`config.mk`:
```
export PLATFORM = sky130hd
export DESIGN_NAME = record_ring_fifo_byte_readout
export DESIGN_NICKNAME = d
export VERILOG_FILES = /design/src/rtl/rrf_pkg.sv /design/src/rtl/rrf_front.sv /design/src/rtl/rrf_back.sv /design/src/rtl/record_ring_fifo_byte_readout.sv
export SDC_FILE = /design/constraint.sdc
export NUM_CORES = 2
export LEC_CHECK = 0
export ABC_AREA = 1
export BUFFER_PORTS_ARGS = -buffer_cell sky130_fd_sc_hd__buf_2
export CAP_MARGIN = 15
export CORE_MARGIN = 8
export CORE_UTILIZATION = 40
export DETAILED_ROUTE_END_ITERATION = 10
export PLACE_DENSITY = 0.57
export SYNTH_ARGS = -nofsm -noshare
export SYNTH_HDL_FRONTEND = slang
export SYNTH_SLANG_ARGS = --single-unit
```
`constraint.sdc`:
```
create_clock -name clock -period 34.1 [get_ports clock]
set_clock_uncertainty 0.05 [all_clocks]
set_input_delay 6.82 -clock clock [delete_from_list [all_inputs] [get_ports clock]]
set_output_delay 6.82 -clock clock [all_outputs]
set_load 0.05 [all_outputs]
```
`src/rtl/rrf_pkg.sv`:
```
// Shared types, sizes and command codes of the record ring FIFO.
`timescale 1ns / 1ps

package rrf_pkg;

   localparam int FIFO_DEPTH   = 16;
   localparam int RECORD_BYTES = 26;
   localparam int QUEUE_DEPTH  = 2;

   localparam int SLOT_W   = $clog2(FIFO_DEPTH);
   localparam int CNT_W    = $clog2(FIFO_DEPTH + 1);
   localparam int CURSOR_W = $clog2(RECORD_BYTES);
   localparam int QPTR_W   = $clog2(QUEUE_DEPTH);
   localparam int QCNT_W   = $clog2(QUEUE_DEPTH + 1);

   localparam logic CMD_PUT = 1'b0;
   localparam logic CMD_GET = 1'b1;

   // Byte 0 sits in the least significant byte lane.
   typedef logic [RECORD_BYTES-1:0][7:0] record_type;

   typedef struct packed {
      logic       is_get;
      record_type record;
   } item_type;

   function automatic logic [SLOT_W-1:0] slot_next(input logic [SLOT_W-1:0] slot);
      logic [SLOT_W-1:0] nxt;
      if (slot == SLOT_W'(FIFO_DEPTH - 1)) begin
         nxt = '0;
      end else begin
         nxt = slot + 1'b1;
      end
      return nxt;
   endfunction

endpackage

```
`src/rtl/rrf_front.sv`:
```
// Front end: accepts items, tags put or get, and buffers them in a short queue.
`timescale 1ns / 1ps

module rrf_front
   import rrf_pkg::*;
(
   input  logic     clock,
   input  logic     reset,
   input  logic     req_valid,
   output logic     req_stall,
   input  logic     req_cmd,
   input  record_type req_record,
   output logic     q_valid,
   output item_type q_item,
   input  logic     q_pop
);

   item_type           entries_ff [QUEUE_DEPTH];
   logic [QPTR_W-1:0]  wr_ptr_ff, wr_ptr_in;
   logic [QPTR_W-1:0]  rd_ptr_ff, rd_ptr_in;
   logic [QCNT_W-1:0]  fill_ff, fill_in;
   logic               push;
   item_type           tagged_item;

   assign req_stall = (fill_ff == QCNT_W'(QUEUE_DEPTH));
   assign push      = req_valid && !req_stall;
   assign q_valid   = (fill_ff != '0);
   assign q_item    = entries_ff[rd_ptr_ff];

   always_comb begin
      tagged_item.is_get = (req_cmd == CMD_GET);
      tagged_item.record = req_record;
   end

   always_comb begin
      wr_ptr_in = wr_ptr_ff;
      rd_ptr_in = rd_ptr_ff;
      fill_in   = fill_ff;
      if (push) begin
         wr_ptr_in = (wr_ptr_ff == QPTR_W'(QUEUE_DEPTH - 1)) ? '0 : wr_ptr_ff + 1'b1;
      end
      if (q_pop) begin
         rd_ptr_in = (rd_ptr_ff == QPTR_W'(QUEUE_DEPTH - 1)) ? '0 : rd_ptr_ff + 1'b1;
      end
      if (push && !q_pop) begin
         fill_in = fill_ff + 1'b1;
      end else if (!push && q_pop) begin
         fill_in = fill_ff - 1'b1;
      end
   end

   always_ff @(posedge clock) begin
      if (reset) begin
         wr_ptr_ff <= '0;
         rd_ptr_ff <= '0;
         fill_ff   <= '0;
      end else begin
         wr_ptr_ff <= wr_ptr_in;
         rd_ptr_ff <= rd_ptr_in;
         fill_ff   <= fill_in;
      end
   end

   always_ff @(posedge clock) begin
      if (push) begin
         entries_ff[wr_ptr_ff] <= tagged_item;
      end
   end

endmodule

```
`src/rtl/rrf_back.sv`:
```
// Back end: ring indices, record memory, byte cursor and the result register.
`timescale 1ns / 1ps

module rrf_back
   import rrf_pkg::*;
(
   input  logic     clock,
   input  logic     reset,
   input  logic     q_valid,
   input  item_type q_item,
   output logic     q_pop,
   output logic     rsp_valid,
   input  logic     rsp_stall,
   output logic [7:0] rsp_read_byte,
   output logic     rsp_byte_valid,
   output logic     rsp_record_done,
   output logic     rsp_fifo_empty,
   output logic     rsp_overwrite_seen
);

   record_type mem [FIFO_DEPTH];

   logic [SLOT_W-1:0]   head_ff, head_in;
   logic [SLOT_W-1:0]   tail_ff, tail_in;
   logic [CNT_W-1:0]    count_ff, count_in;
   logic [CURSOR_W-1:0] cursor_ff, cursor_in;
   logic                ovf_ff, ovf_in;

   logic                rsp_valid_ff;
   record_type          row_ff;
   logic [CURSOR_W-1:0] sel_ff;
   logic                byte_valid_ff, byte_valid_in;
   logic                done_ff, done_in;
   logic                empty_ff;
   logic                ovf_seen_ff;

   logic load;
   logic fire;
   logic do_put;
   logic do_get;

   assign load   = !rsp_valid_ff || !rsp_stall;
   assign fire   = q_valid && load;
   assign q_pop  = fire;
   assign do_put = fire && !q_item.is_get;
   assign do_get = fire && q_item.is_get && (count_ff != '0);

   always_comb begin
      head_in       = head_ff;
      tail_in       = tail_ff;
      count_in      = count_ff;
      cursor_in     = cursor_ff;
      ovf_in        = ovf_ff;
      byte_valid_in = 1'b0;
      done_in       = 1'b0;
      if (do_put) begin
         head_in = slot_next(head_ff);
         if (count_ff == CNT_W'(FIFO_DEPTH)) begin
            // Full: drop the oldest record, count holds.
            tail_in = slot_next(tail_ff);
            ovf_in  = 1'b1;
         end else begin
            count_in = count_ff + 1'b1;
         end
      end else if (do_get) begin
         byte_valid_in = 1'b1;
         if (cursor_ff == CURSOR_W'(RECORD_BYTES - 1)) begin
            cursor_in = '0;
            done_in   = 1'b1;
            tail_in   = slot_next(tail_ff);
            count_in  = count_ff - 1'b1;
         end else begin
            cursor_in = cursor_ff + 1'b1;
         end
      end
   end

   always_ff @(posedge clock) begin
      if (reset) begin
         head_ff      <= '0;
         tail_ff      <= '0;
         count_ff     <= '0;
         cursor_ff    <= '0;
         ovf_ff       <= 1'b0;
         rsp_valid_ff <= 1'b0;
      end else begin
         head_ff   <= head_in;
         tail_ff   <= tail_in;
         count_ff  <= count_in;
         cursor_ff <= cursor_in;
         ovf_ff    <= ovf_in;
         if (load) begin
            rsp_valid_ff <= q_valid;
         end
      end
   end

   // Record memory: one write port, one registered read port.
   always_ff @(posedge clock) begin
      if (do_put) begin
         mem[head_ff] <= q_item.record;
      end
      if (do_get) begin
         row_ff <= mem[tail_ff];
      end
   end

   always_ff @(posedge clock) begin
      if (fire) begin
         sel_ff        <= cursor_ff;
         byte_valid_ff <= byte_valid_in;
         done_ff       <= done_in;
         empty_ff      <= (count_in == '0);
         ovf_seen_ff   <= ovf_in;
      end
   end

   assign rsp_valid          = rsp_valid_ff;
   assign rsp_read_byte      = byte_valid_ff ? row_ff[sel_ff] : 8'h00;
   assign rsp_byte_valid     = byte_valid_ff;
   assign rsp_record_done    = done_ff;
   assign rsp_fifo_empty     = empty_ff;
   assign rsp_overwrite_seen = ovf_seen_ff;

endmodule

```
`src/rtl/record_ring_fifo_byte_readout.sv`:
```
// Top level of the overwriting record ring FIFO with byte-serial readout.
// Path: an accepted item waits in the front queue, then loads the result register.
// Throughput: one put or one byte get per cycle while rsp_stall allows; the back end's
//   single execute stage (index update plus one record memory access) sets it.
// Reset: synchronous, active high; clears indices, count, cursor and overwrite flag.
//   Record memory needs no clearing: a get only reads slots a put has written.
`timescale 1ns / 1ps

module record_ring_fifo_byte_readout
   import rrf_pkg::*;
(
   input  logic        clock,
   input  logic        reset,
   input  logic        req_valid,
   output logic        req_stall,
   input  logic        req_cmd,
   input  logic [63:0] req_rec_word0,
   input  logic [63:0] req_rec_word1,
   input  logic [63:0] req_rec_word2,
   input  logic [15:0] req_rec_tail_bytes,
   output logic        rsp_valid,
   input  logic        rsp_stall,
   output logic [7:0]  rsp_read_byte,
   output logic        rsp_byte_valid,
   output logic        rsp_record_done,
   output logic        rsp_fifo_empty,
   output logic        rsp_overwrite_seen
);

   // Pack the record with byte 0 in the lowest lane.
   record_type req_record;
   assign req_record = {req_rec_tail_bytes, req_rec_word2, req_rec_word1, req_rec_word0};

   // Queue between front and back lets each side stall on its own.
   logic     q_valid;
   logic     q_pop;
   item_type q_item;

   rrf_front u_front (
      .clock      (clock),
      .reset      (reset),
      .req_valid  (req_valid),
      .req_stall  (req_stall),
      .req_cmd    (req_cmd),
      .req_record (req_record),
      .q_valid    (q_valid),
      .q_item     (q_item),
      .q_pop      (q_pop)
   );

   // Back end executes one item per cycle whenever the result register can load:
   // advance head/tail, write or read the record memory, step the byte cursor.
   rrf_back u_back (
      .clock              (clock),
      .reset              (reset),
      .q_valid            (q_valid),
      .q_item             (q_item),
      .q_pop              (q_pop),
      .rsp_valid          (rsp_valid),
      .rsp_stall          (rsp_stall),
      .rsp_read_byte      (rsp_read_byte),
      .rsp_byte_valid     (rsp_byte_valid),
      .rsp_record_done    (rsp_record_done),
      .rsp_fifo_empty     (rsp_fifo_empty),
      .rsp_overwrite_seen (rsp_overwrite_seen)
   );

endmodule

```
==> results summary <==
The run finished with clean final reports. The worst register-to-register path has a depth of 9. The share of total power dissipated in sequential elements is 0.501. The share of cells above drive strength 1 came out at 0.08708. In this run the remaining antenna-violating nets after routing total 0. Wires add up to around 420 mm. The endpoint class of the critical path is an output pin. On the worst path, the slowest cell contributes a delay of around 0.8 ns. Setup repair after global routing left no endpoint under its margin. The analysis attributes to cell leakage a power of approximately 0.056 µW. The congestion estimate from routability-driven global placement came to 0.7907. Leaving out fill and tap cells, the most frequent cell in the layout is sky130_fd_sc_hd__edfxtp_1. The vertical die dimension came out at 633.2 µm. For this run, the number of Yosys warnings is 0.

The number of library cell types mapped by synthesis is 34. CTS saw approximately 4000 sinks. The relative contribution of combinational cells to total power is 0.154. In this run, synthesis produced a sequential element count of about 4000.

The setup path with the least slack is of type reg -> out. The routed layout has 92900 vias. The required time at the worst-slack endpoint is 27.23 ns. The number of gates given a new drive strength after cts came out at 0. Entering global routing, the biggest net connects 274 pins. The maximum operating frequency came out at ~0.088 GHz.

The highest fanout seen on the critical path is between 60 and 70. The placeable core area is 379200 µm². The tool flagged a number of max-cap violations equal to 0. Walking the worst path, the cells encountered are buf_4 > clkinv_1 > buf_16 > nand3_1 > nand3_1 > nand3_1 > a21oi_1 > nor2_1 > buf_2. The buffer levels on the longest clock path came out at 4.

The die covers around 400000 µm². The total nets after synthesis came out at 11210. The headroom to the max-slew limit came out at 0.1469. In this run the worst hold path is classified as reg -> reg. The total setup buffers inserted after CTS came out at 0. Counting instances, the worst hold path has a depth of 1. The CTS H-tree depth is 5. The worst path buffer plus inverter count came out at 4. The number of hold-repair buffers added at the cts stage is 0. The peak supply drop is 0.05412 mV. The setup slack on the worst flop-to-flop path came out at 27.49 ns. By area the synthesized netlist is led by sky130_fd_sc_hd__edfxtp_1, sky130_fd_sc_hd__o21ai_0, sky130_fd_sc_hd__nor2_1, sky130_fd_sc_hd__nand2_1, sky130_fd_sc_hd__o22ai_1. Of the total power, the share spent switching nets is 0.2843.

The share of the clock period used by the worst path came out at 0.3351. The row count came out at 226. Global routing finished with a remaining overflow of 0. Once layout is complete, the utilization of the core stands at 0.4520. The non-filler instance count after layout is 16390. Detailed placement ended at an HPWL of 233.6 mm.

On the critical path the largest part of the delay comes from buffers and inverters. The internal portion of total power came out at 9105 µW. The global-route usage over all layers is 0.2022.

At the later pin of the worst-skew pair, clock insertion delay measures 0.97 ns. The average vias per placed instance is 5.667. The clock transition time at the flip-flop clock pins of the worst setup and hold paths is 0.06 ns. The number of global-route vias before repair was 89760. The first global-routing pass estimated 612.4 mm of wire. The library cells used most frequently in the layout, excluding fill and tap cells, are sky130_fd_sc_hd__edfxtp_1, sky130_fd_sc_hd__nor2_1, sky130_fd_sc_hd__o21ai_0.

TritonCTS built the clock tree. In this run the power density over the cells is ~74 nW/µm². The average wire length per cell after detail routing came out at ~26 µm.

Setup violations remaining at the end of the flow were counted as 0. The arrival time at the worst endpoint came out at 4.56 ns. For this design, the slowest cell found on the critical path is sky130_fd_sc_hd__clkinv_1. The number of antenna violations at the first check in global routing came to 40. The share of Yosys cell area claimed by the top area cell type came out at 0.7809. The total iterations of the first detailed-routing run is 6. The accumulated negative setup slack is 0 ns. STA classifies the critical path startpoint as a flip-flop. The die width came out at 633.2 µm. In this run, CTS created clock tree buffers numbering between 400 and 500. The total stage count of the critical path came out at 9.

The area of the mapped netlist is roughly 150000 µm². The number of violations reported at the end of detailed-routing iteration 0 came out at 10570. The average size of a mapped cell is 13.88 µm². The number of buffers inserted by port buffering came out at 226. The count of final max-slew check failures was 0. After detailed routing, the number of remaining DRC violations is 0. The total count of hold-check failures in the final report came to 0. Counting every instance in the synthesized netlist gives between 10000 and 15000. The sequential-to-total area share from yosys stat is 0.7842. The time the worst path needs with I/O delays and setup is 11.43 ns. The number of I/O pins is 227. From synthesis to final layout, the design area changed by 12.47%. The worst-margin pin slew is about 1.3 ns. The share of total power dissipated in the clock network is 0.345. The tree is rooted in a sky130_fd_sc_hd__clkbuf_16. The dominant cell type by area after synthesis is sky130_fd_sc_hd__edfxtp_1. The initial core utilization came out at 0.4019. The cell count after placement is 15630. The most numerous cell on the critical path is sky130_fd_sc_hd__nand3_1. The net count reported at finish is 11250. The net switching power is 3617 µW.
area by class of cell:
type	count	area, µm²
fillers	33030	207800
flip-flops and latches	3988	119500
multi-input cells	6193	29620
clock buffers	513	10730
well taps	5016	6276
repair buffers	390	2608
clock inverters	240	2377
inverters	45	232.7
diodes	9	22.52
synthesized netlist by cell type:
| library cell | count |
|---|---|
| sky130_fd_sc_hd__o21ai_0 | 1652 |
| sky130_fd_sc_hd__nor3_1 | 5 |
| sky130_fd_sc_hd__nand4_1 | 2 |
| sky130_fd_sc_hd__xnor2_1 | 1 |
| sky130_fd_sc_hd__o31ai_1 | 1 |
| sky130_fd_sc_hd__o211ai_1 | 91 |
| sky130_fd_sc_hd__o22ai_1 | 497 |
| sky130_fd_sc_hd__ha_1 | 10 |
| sky130_fd_sc_hd__nor2_4 | 1 |
| sky130_fd_sc_hd__inv_6 | 1 |
| sky130_fd_sc_hd__nor2_1 | 1806 |
| sky130_fd_sc_hd__nand3b_1 | 1 |
| sky130_fd_sc_hd__clkbuf_2 | 8 |
| sky130_fd_sc_hd__buf_6 | 6 |
| sky130_fd_sc_hd__clkinv_1 | 1 |
| sky130_fd_sc_hd__or2_2 | 1 |
| sky130_fd_sc_hd__xor2_1 | 4 |
| sky130_fd_sc_hd__and3_1 | 2 |
| sky130_fd_sc_hd__clkbuf_1 | 562 |
| sky130_fd_sc_hd__a21oi_1 | 40 |
| sky130_fd_sc_hd__o21ai_1 | 99 |
| sky130_fd_sc_hd__nand2_1 | 1212 |
| sky130_fd_sc_hd__nor3_2 | 1 |
| sky130_fd_sc_hd__buf_4 | 53 |
| sky130_fd_sc_hd__inv_1 | 39 |
| sky130_fd_sc_hd__nor2_2 | 4 |
| sky130_fd_sc_hd__buf_1 | 18 |
| sky130_fd_sc_hd__inv_2 | 4 |
| sky130_fd_sc_hd__nor3b_1 | 2 |
| sky130_fd_sc_hd__nand3_1 | 418 |
| sky130_fd_sc_hd__o221ai_1 | 343 |
| sky130_fd_sc_hd__dfxtp_1 | 25 |
| sky130_fd_sc_hd__edfxtp_1 | 3963 |
| sky130_fd_sc_hd__buf_2 | 109 |
layer usage:
layer / vias up / GRT usage / share of wire
met4: 6 / 0.05519 / 0.029
met1: 47360 / 0.2821 / 0.42
met2: 3709 / 0.3314 / 0.47
met3: 610 / 0.03127 / 0.076
li1: 41220 / - / -
met5: - / 0 / 0.000076
metrics by stage:
step                power, µW  hold slack [ns]  instance area (µm²)  setup WS (ns)
floorplan                7505           0.3756               152400          11.56
global placement         8402           0.3803               158200          22.22
detailed placement       8457           0.3877               158200          22.24
CTS                     12820           0.3955               171300          22.19
global route            13150           0.4186               171400          22.50
finish                  12720           0.4015               171400          22.67
state kept, by name (all words and copies together) (netlist names), 4 cells and up, named ones only:
signal,flops
u_back.count_ff,5
u_back.cursor_ff,5
u_back.head_ff,4
u_back.mem,3328
u_back.row_ff,208
u_back.sel_ff,5
u_back.tail_ff,4
u_front.entries_ff,418
cells by family (layout without fill, tap and decap cells):
family,after synthesis,after routing,share of synthesized area
AO/OA/AOI/OAI,2723,2723,0.1035
AND/OR/NAND/NOR,3455,3455,0.08889
other,0,9,0
XOR/XNOR,5,5,0.0002874
adder cells (fa/ha/maj),10,10,0.0008211
buffers and inverters,801,1188,0.02232
flip-flops,3988,3988,0.7842
power groups by stage:
stage                     combinational, µW  clock (µW)  sequential [µW]
after detailed placement               1980           0             6480
after global placement                 1940           0             6470
final                                  1960        4390             6380
after global routing                   2110        4650             6400
after floorplan                         982           0             6520
after CTS                              1990        4460             6380
final timing paths:
kind / endpoint / start
worst max-delay path: rsp_read_byte[0] / u_back.sel_ff[1]
worst min-delay path: flip-flop / u_front.rd_ptr_ff
worst max register to register: u_back.row_ff[142] / u_back.tail_ff[0]
worst min register to register: flip-flop / u_front.rd_ptr_ff
No activity file was read; power rests on OpenSTA's default activity.
